`config.mk`:
```
export PLATFORM = sky130hd
export DESIGN_NAME = row_end_mode_detector
export DESIGN_NICKNAME = d
export VERILOG_FILES = /design/src/rtl/core/rem_pkg.sv /design/src/rtl/core/row_end_mode_detector.sv /design/src/rtl/core/rem_fifo.sv /design/src/rtl/core/rem_front.sv /design/src/rtl/core/rem_back.sv
export SDC_FILE = /design/constraint.sdc
export NUM_CORES = 1
export LEC_CHECK = 0
export BUFFER_PORTS_ARGS = -buffer_cell sky130_fd_sc_hd__buf_2
export CAP_MARGIN = 20
export CORE_ASPECT_RATIO = 0.7
export CORE_MARGIN = 8
export CORE_UTILIZATION = 45
export DETAILED_ROUTE_END_ITERATION = 6
export PLACE_DENSITY_LB_ADDON = 0.12
export SETUP_SLACK_MARGIN = 0.4
export SLEW_MARGIN = 15
export SYNTH_ARGS = -nofsm -noshare
export SYNTH_HDL_FRONTEND = slang
export SYNTH_HIERARCHICAL = 1
export SYNTH_SLANG_ARGS = --single-unit
```
`constraint.sdc`:
```
create_clock -name clk -period 6.8 [get_ports clk]
set_clock_uncertainty 0.2 [all_clocks]
set_input_delay 0.68 -clock clk [delete_from_list [all_inputs] [get_ports clk]]
set_output_delay 0.68 -clock clk [all_outputs]
set_load 0.01 [all_outputs]
```
`src/rtl/core/rem_pkg.sv`:
```
// ----------------------------------------------------------------------------
// rem_pkg
// Shared types and constants of the row end mode detector: configuration
// register indexes, the configuration set, the frame record and the status
// result.
// ----------------------------------------------------------------------------
package rem_pkg;

	localparam int CountW = 17;
	localparam int ProdW  = 26;
	localparam int CfgIdxW = 3;
	localparam int CfgDataW = 16;

	localparam logic [CfgIdxW-1:0] CFG_GROUND_THRESHOLD  = 3'd0;
	localparam logic [CfgIdxW-1:0] CFG_END_RATIO         = 3'd1;
	localparam logic [CfgIdxW-1:0] CFG_START_RATIO       = 3'd2;
	localparam logic [CfgIdxW-1:0] CFG_END_COUNT_LIMIT   = 3'd3;
	localparam logic [CfgIdxW-1:0] CFG_START_COUNT_LIMIT = 3'd4;

	localparam logic signed [15:0] GROUND_THRESHOLD_RST = 16'sd50;
	localparam logic [8:0] END_RATIO_RST = 9'd51;
	localparam logic [8:0] START_RATIO_RST = 9'd192;
	localparam logic [7:0] END_COUNT_LIMIT_RST = 8'd20;
	localparam logic [7:0] START_COUNT_LIMIT_RST = 8'd20;
	localparam logic [7:0] HYST_MAX = 8'd255;

	typedef struct packed {
		logic signed [15:0] ground_threshold;
		logic [8:0]         end_ratio;
		logic [8:0]         start_ratio;
		logic [7:0]         end_count_limit;
		logic [7:0]         start_count_limit;
	} rem_cfg_t;

	typedef struct packed {
		logic [CountW-1:0] valid_points;
		logic [CountW-1:0] ahead_points;
	} rem_frame_t;

	typedef struct packed {
		logic              turning_mode;
		logic              direction_forward;
		logic              mode_changed;
		logic [CountW-1:0] valid_points;
		logic [CountW-1:0] ahead_points;
	} rem_result_t;

endpackage

```
`src/rtl/core/row_end_mode_detector.sv`:
```
// ----------------------------------------------------------------------------
// row_end_mode_detector
// Lidar row end / row start detector with driving and turning modes.
// ----------------------------------------------------------------------------
// Points are taken one per cycle while full is low. Each point is classified
// as it arrives and added to the frame's valid/ahead counts; the last point
// of a frame closes a frame record into a two-entry queue. The evaluator
// takes one frame record per cycle while the result queue has room, forms the
// two ratio products in one register stage and updates the mode on the way
// into a two-entry result queue, so a status item passes through the frame
// queue, the product register and the result queue before it reaches the
// result ports. Input is held off only while both frame records are still
// waiting, which happens when the result side is not popped. Configuration
// writes are taken every cycle.
module row_end_mode_detector #(
	parameter int MAX_POINTS = 65536
) (
	input  logic               clk,
	input  logic               arst_n,
	input  logic               push,
	output logic               full,
	input  logic signed [15:0] point_x,
	input  logic signed [15:0] point_z,
	input  logic               last_point,
	output logic               empty,
	input  logic               pop,
	output logic               turning_mode,
	output logic               direction_forward,
	output logic               mode_changed,
	output logic [16:0]        valid_points,
	output logic [16:0]        ahead_points,
	input  logic               cfg_valid,
	output logic               cfg_ready,
	input  logic [2:0]         cfg_index,
	input  logic [15:0]        cfg_data
);

	import rem_pkg::*;

	localparam logic [CountW-1:0] CountCap =
		(MAX_POINTS < 131071) ? CountW'(MAX_POINTS) : CountW'(131071);

	rem_cfg_t    cfg_q;
	logic        accept;
	logic        frame_push;
	rem_frame_t  frame_in;
	logic        frame_full;
	logic        frame_empty;
	logic        frame_pop;
	rem_frame_t  frame_out;
	logic        result_full;
	logic        result_push;
	rem_result_t result_in;
	rem_result_t result_out;

	assign cfg_ready = 1'b1;

	always_ff @(posedge clk or negedge arst_n) begin
		if (!arst_n) begin
			cfg_q.ground_threshold  <= GROUND_THRESHOLD_RST;
			cfg_q.end_ratio         <= END_RATIO_RST;
			cfg_q.start_ratio       <= START_RATIO_RST;
			cfg_q.end_count_limit   <= END_COUNT_LIMIT_RST;
			cfg_q.start_count_limit <= START_COUNT_LIMIT_RST;
		end else if (cfg_valid && cfg_ready) begin
			case (cfg_index)
				CFG_GROUND_THRESHOLD:  cfg_q.ground_threshold  <= cfg_data;
				CFG_END_RATIO:         cfg_q.end_ratio         <= cfg_data[8:0];
				CFG_START_RATIO:       cfg_q.start_ratio       <= cfg_data[8:0];
				CFG_END_COUNT_LIMIT:   cfg_q.end_count_limit   <= cfg_data[7:0];
				CFG_START_COUNT_LIMIT: cfg_q.start_count_limit <= cfg_data[7:0];
				default: ;
			endcase
		end
	end

	assign full   = frame_full;
	assign accept = push && !frame_full;

	rem_front #(
		.COUNT_CAP(CountCap)
	) u_front (
		.clk        (clk),
		.arst_n     (arst_n),
		.cfg        (cfg_q),
		.accept     (accept),
		.point_x    (point_x),
		.point_z    (point_z),
		.last_point (last_point),
		.frame_push (frame_push),
		.frame      (frame_in)
	);

	rem_fifo #(
		.WIDTH($bits(rem_frame_t)),
		.DEPTH(2)
	) u_frame_q (
		.clk    (clk),
		.arst_n (arst_n),
		.push   (frame_push),
		.wdata  (frame_in),
		.full   (frame_full),
		.pop    (frame_pop),
		.rdata  (frame_out),
		.empty  (frame_empty)
	);

	rem_back u_back (
		.clk         (clk),
		.arst_n      (arst_n),
		.cfg         (cfg_q),
		.frame_empty (frame_empty),
		.frame       (frame_out),
		.frame_pop   (frame_pop),
		.result_full (result_full),
		.result_push (result_push),
		.result      (result_in)
	);

	rem_fifo #(
		.WIDTH($bits(rem_result_t)),
		.DEPTH(2)
	) u_result_q (
		.clk    (clk),
		.arst_n (arst_n),
		.push   (result_push),
		.wdata  (result_in),
		.full   (result_full),
		.pop    (pop),
		.rdata  (result_out),
		.empty  (empty)
	);

	assign turning_mode      = result_out.turning_mode;
	assign direction_forward = result_out.direction_forward;
	assign mode_changed      = result_out.mode_changed;
	assign valid_points      = result_out.valid_points;
	assign ahead_points      = result_out.ahead_points;

endmodule

```
`src/rtl/core/rem_fifo.sv`:
```
// ----------------------------------------------------------------------------
// rem_fifo
// Small register queue with push/full and pop/empty sides; the head entry is
// presented while empty is low.
// ----------------------------------------------------------------------------
module rem_fifo #(
	parameter int WIDTH = 8,
	parameter int DEPTH = 2
) (
	input  logic             clk,
	input  logic             arst_n,
	input  logic             push,
	input  logic [WIDTH-1:0] wdata,
	output logic             full,
	input  logic             pop,
	output logic [WIDTH-1:0] rdata,
	output logic             empty
);

	localparam int PtrW = (DEPTH > 1) ? $clog2(DEPTH) : 1;
	localparam int CntW = $clog2(DEPTH + 1);
	localparam logic [PtrW-1:0] LastPtr = PtrW'(DEPTH - 1);
	localparam logic [CntW-1:0] FullCnt = CntW'(DEPTH);

	logic [WIDTH-1:0] mem_q [DEPTH];
	logic [PtrW-1:0]  wr_ptr_q;
	logic [PtrW-1:0]  rd_ptr_q;
	logic [CntW-1:0]  count_q;
	logic             do_push;
	logic             do_pop;

	assign full    = (count_q == FullCnt);
	assign empty   = (count_q == '0);
	assign do_push = push && !full;
	assign do_pop  = pop && !empty;
	assign rdata   = mem_q[rd_ptr_q];

	always_ff @(posedge clk) begin
		if (do_push) begin
			mem_q[wr_ptr_q] <= wdata;
		end
	end

	always_ff @(posedge clk or negedge arst_n) begin
		if (!arst_n) begin
			wr_ptr_q <= '0;
			rd_ptr_q <= '0;
			count_q  <= '0;
		end else begin
			if (do_push) begin
				wr_ptr_q <= (wr_ptr_q == LastPtr) ? '0 : wr_ptr_q + 1'b1;
			end
			if (do_pop) begin
				rd_ptr_q <= (rd_ptr_q == LastPtr) ? '0 : rd_ptr_q + 1'b1;
			end
			if (do_push && !do_pop) begin
				count_q <= count_q + 1'b1;
			end else if (do_pop && !do_push) begin
				count_q <= count_q - 1'b1;
			end
		end
	end

`ifndef SYNTHESIS
	a_no_push_full: assert property (@(posedge clk) disable iff (!arst_n)
		!(push && full)) else $error("push into full queue");
	a_pop_drains: assert property (@(posedge clk) disable iff (!arst_n)
		(do_pop && !do_push) |=> !full) else $error("queue still full after pop");
	a_push_fills: assert property (@(posedge clk) disable iff (!arst_n)
		(do_push && !do_pop) |=> !empty) else $error("item lost on push");
	a_count_range: assert property (@(posedge clk) disable iff (!arst_n)
		count_q <= FullCnt) else $error("queue count out of range");
`endif

endmodule

```
`src/rtl/core/rem_front.sv`:
```
// ----------------------------------------------------------------------------
// rem_front
// Point classifier: drops ground points, counts valid and ahead points with
// saturation and hands one frame record on to the queue at the last point.
// ----------------------------------------------------------------------------
module rem_front #(
	parameter logic [16:0] COUNT_CAP = 17'd65536
) (
	input  logic                  clk,
	input  logic                  arst_n,
	input  rem_pkg::rem_cfg_t     cfg,
	input  logic                  accept,
	input  logic signed [15:0]    point_x,
	input  logic signed [15:0]    point_z,
	input  logic                  last_point,
	output logic                  frame_push,
	output rem_pkg::rem_frame_t   frame
);

	import rem_pkg::*;

	logic [CountW-1:0] valid_q;
	logic [CountW-1:0] ahead_q;
	logic              non_ground;
	logic              ahead;
	logic [CountW-1:0] valid_nx;
	logic [CountW-1:0] ahead_nx;

	assign non_ground = !(point_z < cfg.ground_threshold);
	assign ahead      = non_ground && !point_x[15] && (point_x != '0);
	assign valid_nx   = (non_ground && valid_q != COUNT_CAP) ? valid_q + 1'b1 : valid_q;
	assign ahead_nx   = (ahead && ahead_q != COUNT_CAP) ? ahead_q + 1'b1 : ahead_q;

	assign frame_push         = accept && last_point;
	assign frame.valid_points = valid_nx;
	assign frame.ahead_points = ahead_nx;

	always_ff @(posedge clk or negedge arst_n) begin
		if (!arst_n) begin
			valid_q <= '0;
			ahead_q <= '0;
		end else if (accept) begin
			if (last_point) begin
				valid_q <= '0;
				ahead_q <= '0;
			end else begin
				valid_q <= valid_nx;
				ahead_q <= ahead_nx;
			end
		end
	end

endmodule

```
`src/rtl/core/rem_back.sv`:
```
// ----------------------------------------------------------------------------
// rem_back
// Frame evaluator: scales the ratio thresholds by the valid count, then runs
// the driving/turning hysteresis and emits one status item per frame.
// ----------------------------------------------------------------------------
module rem_back (
	input  logic                  clk,
	input  logic                  arst_n,
	input  rem_pkg::rem_cfg_t     cfg,
	input  logic                  frame_empty,
	input  rem_pkg::rem_frame_t   frame,
	output logic                  frame_pop,
	input  logic                  result_full,
	output logic                  result_push,
	output rem_pkg::rem_result_t  result
);

	import rem_pkg::*;

	logic              valid_s1;
	rem_frame_t        frame_s1;
	logic [ProdW-1:0]  end_prod_s1;
	logic [ProdW-1:0]  start_prod_s1;

	logic              turning_q;
	logic              forward_q;
	logic [7:0]        end_cnt_q;
	logic [7:0]        start_cnt_q;

	logic              load;
	logic [ProdW-1:0]  scaled_ahead;
	logic              nonempty;
	logic              low;
	logic              high;
	logic [7:0]        end_step;
	logic [7:0]        start_step;
	logic              turning_nx;
	logic              forward_nx;
	logic [7:0]        end_cnt_nx;
	logic [7:0]        start_cnt_nx;
	logic              changed;

	assign result_push = valid_s1 && !result_full;
	assign load        = !frame_empty && (!valid_s1 || result_push);
	assign frame_pop   = load;

	always_ff @(posedge clk or negedge arst_n) begin
		if (!arst_n) begin
			valid_s1 <= 1'b0;
		end else if (load) begin
			valid_s1 <= 1'b1;
		end else if (result_push) begin
			valid_s1 <= 1'b0;
		end
	end

	always_ff @(posedge clk) begin
		if (load) begin
			frame_s1      <= frame;
			end_prod_s1   <= ProdW'(cfg.end_ratio) * ProdW'(frame.valid_points);
			start_prod_s1 <= ProdW'(cfg.start_ratio) * ProdW'(frame.valid_points);
		end
	end

	assign scaled_ahead = ProdW'({frame_s1.ahead_points, 8'd0});
	assign nonempty     = (frame_s1.valid_points != '0);
	assign low          = nonempty && (scaled_ahead < end_prod_s1);
	assign high         = nonempty && (scaled_ahead > start_prod_s1);

	always_comb begin
		end_step     = end_cnt_q;
		start_step   = start_cnt_q;
		turning_nx   = turning_q;
		forward_nx   = forward_q;
		end_cnt_nx   = end_cnt_q;
		start_cnt_nx = start_cnt_q;
		changed      = 1'b0;
		if (!turning_q) begin
			if (low) begin
				end_step = (end_cnt_q != HYST_MAX) ? end_cnt_q + 1'b1 : end_cnt_q;
			end else if (end_cnt_q != '0) begin
				end_step = end_cnt_q - 1'b1;
			end
			end_cnt_nx = end_step;
			if (end_step > cfg.end_count_limit) begin
				turning_nx = 1'b1;
				end_cnt_nx = '0;
				changed    = 1'b1;
			end
		end else begin
			if (high) begin
				start_step = (start_cnt_q != HYST_MAX) ? start_cnt_q + 1'b1 : start_cnt_q;
			end else if (start_cnt_q != '0) begin
				start_step = start_cnt_q - 1'b1;
			end
			start_cnt_nx = start_step;
			if (start_step > cfg.start_count_limit) begin
				turning_nx   = 1'b0;
				forward_nx   = !forward_q;
				start_cnt_nx = '0;
				changed      = 1'b1;
			end
		end
	end

	assign result.turning_mode      = turning_nx;
	assign result.direction_forward = forward_nx;
	assign result.mode_changed      = changed;
	assign result.valid_points      = frame_s1.valid_points;
	assign result.ahead_points      = frame_s1.ahead_points;

	always_ff @(posedge clk or negedge arst_n) begin
		if (!arst_n) begin
			turning_q   <= 1'b0;
			forward_q   <= 1'b1;
			end_cnt_q   <= '0;
			start_cnt_q <= '0;
		end else if (result_push) begin
			turning_q   <= turning_nx;
			forward_q   <= forward_nx;
			end_cnt_q   <= end_cnt_nx;
			start_cnt_q <= start_cnt_nx;
		end
	end

`ifndef SYNTHESIS
	a_turn_clears_end: assert property (@(posedge clk) disable iff (!arst_n)
		(result_push && changed && turning_nx) |=> (end_cnt_q == '0))
		else $error("end counter not cleared on entering turning mode");
	a_drive_toggles: assert property (@(posedge clk) disable iff (!arst_n)
		(result_push && changed && !turning_nx) |=> (forward_q != $past(forward_q)))
		else $error("direction not toggled on leaving turning mode");
	a_state_hold: assert property (@(posedge clk) disable iff (!arst_n)
		!result_push |=> $stable(turning_q) && $stable(forward_q))
		else $error("mode changed without a frame");
`endif

endmodule
```
==> impl_metrics.toml, run 1 <==
[outcome]
run_status = "finished, final reports clean"

[sta]
post-route-period-util = 0.887
report.final.slew_viol_count = 0
hold_viol = 0
max_slew_margin = 0.286
max_clock_freq_ghz = 0.166
tns_ps = 0
fin_crit_ps = 6030
setup_viol = 0
tightest_slew_ps = 1070
rsz0062_at_grt = "no"

[layout]
syn_to_final_growth_pct = 9.49
fillers = 5252
final_nets = 2902
layout-drive-gt1-share = 0.142

[routing]
wl_per_cell_um = 20.7
drt_first_pass_iters = 6
postRouteAntennaNets = 0
first_iter_violations = 1138
route.detailed.drc = 0
vias = 17600
drt_wl_total_um = 67400
viasPerCell = 5.40

[floorplan]
io_pins = 97
initial_utilization = 0.452
die_h_um = 218
die_area_um2 = 66300
coreArea_um2 = 58000
die_w_um = 304
row_count = 74

[logic_synthesis]
synth.area.top_cells = "edfxtp_1 (26%), fa_1 (16%), dfrtp_1 (9.3%), ha_1 (8.1%), inv_1 (5.5%)"
synth_cell_types = 101
synthSimpleGateAreaFrac = 0.143
synth_xor_area_frac = 0.0294
netlist_area_um2 = 26200
yosysSeqAreaShare = 0.368
ys_async_sr_fraction = 0.327
synth-main-ff-cell = "edfxtp_1"
muxShareOfSynthArea = 0.0638
synth_edf_count = 228
yosysMostFrequentCell = "inv_1"
yosysTopAreaCell = "edfxtp_1"
synth_nets = 2845
synth_top_area_frac = 0.262
synth_warnings = 6
syn_avg_cell_area_um2 = 10.9
synth_top_family_by_area = "adder cells"
syn_inst = 2407
synth_fa_ha_area_frac = 0.243
synthTopCellsByCount = "inv_1 (383), edfxtp_1 (228), fa_1 (212), nand2_1 (198), and2_1 (197)"
synth_compound_area_frac = 0.0782
synth_seq_cells = 339

[global_routing]
grt.overflow.total = 0
grt-busiest-layer = "met2"
antenna_found_initial = 2
grt_pass1_wl_um = 105000
grtUsageMet1 = 0.296
gr-usage-met3 = 0.0483
use_met2 = 0.296
grt_max_degree = 62
grt_pass1_vias = 17800
grt_util_all_layers = 0.201

[setup_path]
path_delay_family = "adder cells"
r2r_slack_ps = 770
worstPathMaxFanout = 19
worstSetupPathType = "flip-flop to flip-flop"
slowest_stage = "dfrtp_4"
critPathMaxStageDelay_ps = 600
startpoint_type = "flip-flop"
cp-end-kind = "flip-flop"
crit_buf_inv = 3
required_ps = 7010
critPathArrivalTime_ps = 6250
path_cells = "mux2_4 -> nand2_1 -> fa_1 -> inv_1 -> fa_1 -> ha_1 -> inv_1 -> fa_1 -> inv_1 -> ha_1 -> nor2b_1 -> o21a_1 -> o21ai_1 -> a21oi_1 -> o41a_1 -> a221o_1 -> a32oi_1 -> mux2i_1 -> o311a_1"

[clock_network]
cts_tree = "done"
ctsHtreeMaxLevel = 2
numCtsBuffers = 39
cts_buffer_depth = 3
clk_pin_slew_ps = 60
clkSinkCount = 339
cts-root-buf = "clkbuf_16"
clock_latency_ps = 570

[flow_run]
cap_violations = 0

[placed_design]
gp_congestion = 0.862
numPortBuffers = 95
dp_hpwl_um = 50100

[worst_hold_path]
hold_class = "input port to flip-flop"
layer usage:
metal	wire length, µm	vias up
met5	0	-
met1	32400	8804
met4	1710	0
met2	28500	482
met3	4780	83
li1	-	8223
final timing paths:
check | start | to | cells past startpoint
max | u_frame_q/rd_ptr_q | u_back/end_prod_s1[22] | 19
max in group asynchronous | arst_n | u_frame_q/rd_ptr_q | 3
min reg2reg | u_back/result[17] | u_result_q/mem_q[0][17] | 0
min in group asynchronous | arst_n | u_front/ahead_q[16] | 2
min | cfg_data[14] | cfg_q[48] | 2
max reg2reg | u_frame_q/rd_ptr_q | u_back/end_prod_s1[22] | 19
flip-flops by register name, indices dropped and copies added (netlist names):
name / cells
cfg_q: 50
u_back/end_cnt_q: 8
u_back/end_prod_s1: 26
u_back/forward_q: 1
u_back/result: 34
u_back/start_cnt_q: 8
u_back/start_prod_s1: 26
u_back/turning_q: 1
u_back/valid_s1: 1
u_frame_q/count_q: 2
u_frame_q/mem_q: 68
u_frame_q/rd_ptr_q: 1
u_frame_q/wr_ptr_q: 1
u_front/ahead_q: 17
u_front/valid_q: 17
u_result_q/count_q: 2
u_result_q/mem_q: 74
u_result_q/rd_ptr_q: 1
u_result_q/wr_ptr_q: 1
through the flow:
step	cells	hold slack [ps]	cell area, µm²	worst slack (ps)	utilization
global route	3254	136	28700	467	0.494
global placement	3180	268	27300	574	0.471
CTS	3253	126	28600	496	0.494
floorplan	2407	184	26200	1050	-
detailed placement	3181	278	27300	541	0.471
finish	3256	156	28700	765	0.494
what timing repair did:
action / in CTS / in global routing
endpoints found under the setup margin: 0 / 5
endpoints found under the hold margin: 50 / 0
setup buffers: 0 / 0
hold buffers: 1 / 0
resized for setup: 0 / 3
cells in the final DEF (no fill, tap or decap), types with 69 or more instances in the layout:
cell and n:
buf_2 94, inv_1 383, fa_1 212, nor2_1 73, dfrtp_1 95, nand2_1 198, xnor2_1 69, mux2_2 74
edfxtp_1 228, and2_1 197, ha_1 169
cell families (layout without fill, tap and decap cells):
group | after synthesis | in the layout
flip-flops | 339 | 339
AND/OR/NAND/NOR | 703 | 703
multiplexers | 133 | 133
buffers and inverters | 481 | 568
XOR/XNOR | 88 | 88
adder cells (fa/ha/maj) | 381 | 381
AO/OA/AOI/OAI | 281 | 281
other | 1 | 3
layout make-up:
cell class                 instances  area, µm²  area share
timing repair buffer             114        667      0.0233
clock inverter                    23        240     0.00838
sequential                       339       9650       0.337
clock buffer                      48       1050      0.0367
inverter                         383       1440      0.0502
multi-input combinational       1587      14700       0.512
tap                              760        951      0.0332
antenna                            2       5.00    0.000175
Power of run 1 is left out: the tool's default activity adds up to more than one toggle a clock period on the data nets, which glitch-free logic cannot reach.
==> run 2: changes to the inputs <==
==> constraint.sdc (replaced) <==
create_clock -name clk -period 6.8 [get_ports clk]
set_clock_uncertainty 0.2 [all_clocks]
set_input_delay 0.34 -clock clk [delete_from_list [all_inputs] [get_ports clk]]
set_output_delay 0.34 -clock clk [all_outputs]
set_load 0.01 [all_outputs]
==> run 2 against run 1 <==
Sequential cell count did not move. Fmax is 0.19% higher. Non-clock buffer count increased by 16. Die area unchanged. Final cell count rose by 0.49%. Core utilization up 0.28 points. Via count grew 0.22%. Worst setup slack gained 11 ps.
==> impl_metrics.toml, run 2 (synthesized netlist as in run 1, its figures left out) <==
[clock_network]
cts_tree = "done"
cts-root-buf = "clkbuf_16"
clk_pin_slew_ps = 70
clock_latency_ps = 570
clkSinkCount = 339
cts_buffer_depth = 3
numCtsBuffers = 39
ctsHtreeMaxLevel = 2
postCtsSetupRepairBufs = 0

[routing]
drt_first_pass_iters = 5
viasPerCell = 5.39
wl_met3_um = 4720
vias = 17600
first_iter_violations = 1136
wl_per_cell_um = 20.6
highest_layer = "met4"
postRouteAntennaNets = 0
wl_met1_um = 32500
route.detailed.drc = 0
dr_wl_met2_um = 28500
drt_wl_total_um = 67500

[layout]
layout-drive-gt1-share = 0.141
final_cell_mix = "inv_1 (383), edfxtp_1 (228), fa_1 (212)"
largest_register_ffs = 74
fillers = 5239
reg_top3 = "u_result_q/mem_q x74, u_frame_q/mem_q x68, cfg_q x50"
final_common_cell = "inv_1"
syn_to_final_growth_pct = 10.1
layoutNonFillerInstCount = 3272
final_nets = 2918
top_register = "u_result_q/mem_q"
final_core_util = 0.497

[setup_path]
rr_endpoint = "u_back/end_prod_s1[22]"
r2r_slack_ps = 780
worstPathMaxFanout = 19
crit_buf_inv = 3
path_delay_family = "adder cells"
r2r_start = "u_frame_q/rd_ptr_q"
path_cells = "mux2_4 -> nand2_1 -> fa_1 -> inv_1 -> fa_1 -> ha_1 -> inv_1 -> fa_1 -> inv_1 -> ha_1 -> nor2b_1 -> o21a_1 -> o21ai_1 -> a21oi_1 -> o41a_1 -> a221o_1 -> a32oi_1 -> mux2i_1 -> o311a_1"
required_ps = 7010
worstSetupPathType = "flip-flop to flip-flop"
startpoint_type = "flip-flop"
ff2ff_path_depth = 19
slowest_stage = "dfrtp_4"
critPathArrivalTime_ps = 6240
cp-end-kind = "flip-flop"
critPathMaxStageDelay_ps = 590

[sta]
fin_crit_ps = 6020
max_slew_margin = 0.285
rsz0062_at_grt = "no"
max_clock_freq_ghz = 0.166
tightest_slew_ps = 1070
setup_viol = 0
tns_ps = 0
post-route-period-util = 0.886
hold_viol = 0
report.final.slew_viol_count = 0

[outcome]
run_status = "finished, final reports clean"

[placed_design]
dp_hpwl_um = 50100
placed_cells = 3181
gp_congestion = 0.862
numPortBuffers = 95

[floorplan]
coreArea_um2 = 58000
die_h_um = 218
row_count = 74
die_area_um2 = 66300
io_pins = 97
initial_utilization = 0.452
die_w_um = 304

[global_routing]
grt_pass1_vias = 17900
grt.overflow.total = 0
antenna_found_initial = 2
grt_util_all_layers = 0.202
grt_pass1_wl_um = 105000
grt_max_degree = 62

[worst_hold_path]
hold_depth = 2
min_to = "cfg_q[32]"
hold_class = "input port to flip-flop"
hold_start = "cfg_data[7]"

[flow_run]
cap_violations = 0
## run 2: changes by cell type in the layout (fill, tap and decap cells not counted), sizes merged
cell,delta
dlygate4sd3,+16
## run 2: metal layers
metal | up-vias | track usage
met5 | - | 0
met3 | 82 | 0.0480
li1 | 8265 | -
met4 | 0 | 0.0567
met2 | 486 | 0.297
met1 | 8797 | 0.296
## run 2: timing repair
action	4_1_cts	5_1_grt
endpoints found under the hold margin	90	3
hold buffers	16	1
endpoints found under the setup margin	0	5
resized for setup	0	3
## run 2: stage by stage
stage                     area [µm²]  hold slack, ps  setup WS, ps
final                          28800            44.9           777
after global routing           28800            5.06           467
after CTS                      28800            1.28           496
after detailed placement       27300             164           541
after global placement         27300             163           574
after floorplan                26200            -156          1050
## run 2: cell type report
| type | count | area, µm² | area share |
|---|---|---|---|
| Multi-Input combinational cell | 1587 | 14700 | 0.509 |
| Tap cell | 760 | 951 | 0.0330 |
| Clock buffer | 48 | 1050 | 0.0365 |
| Sequential cell | 339 | 9650 | 0.335 |
| Clock inverter | 23 | 240 | 0.00834 |
| Inverter | 383 | 1440 | 0.0499 |
| Timing Repair Buffer | 130 | 827 | 0.0287 |
| Antenna cell | 2 | 5.00 | 0.000174 |
## run 2: how the worst max path moves through the flow
stage,startpoint,endpoint,slack [ps],cells past startpoint
after floorplan,u_frame_q/rd_ptr_q,u_back/end_prod_s1[25],1050,22
after global placement,u_frame_q/rd_ptr_q,u_back/end_prod_s1[25],570,18
after detailed placement,u_frame_q/rd_ptr_q,u_back/end_prod_s1[25],540,18
after CTS,u_frame_q/rd_ptr_q,u_back/end_prod_s1[25],500,18
after global routing,u_frame_q/rd_ptr_q,u_back/end_prod_s1[25],470,19
final,u_frame_q/rd_ptr_q,u_back/end_prod_s1[22],780,19
Power of run 2 is left out for the same reason.
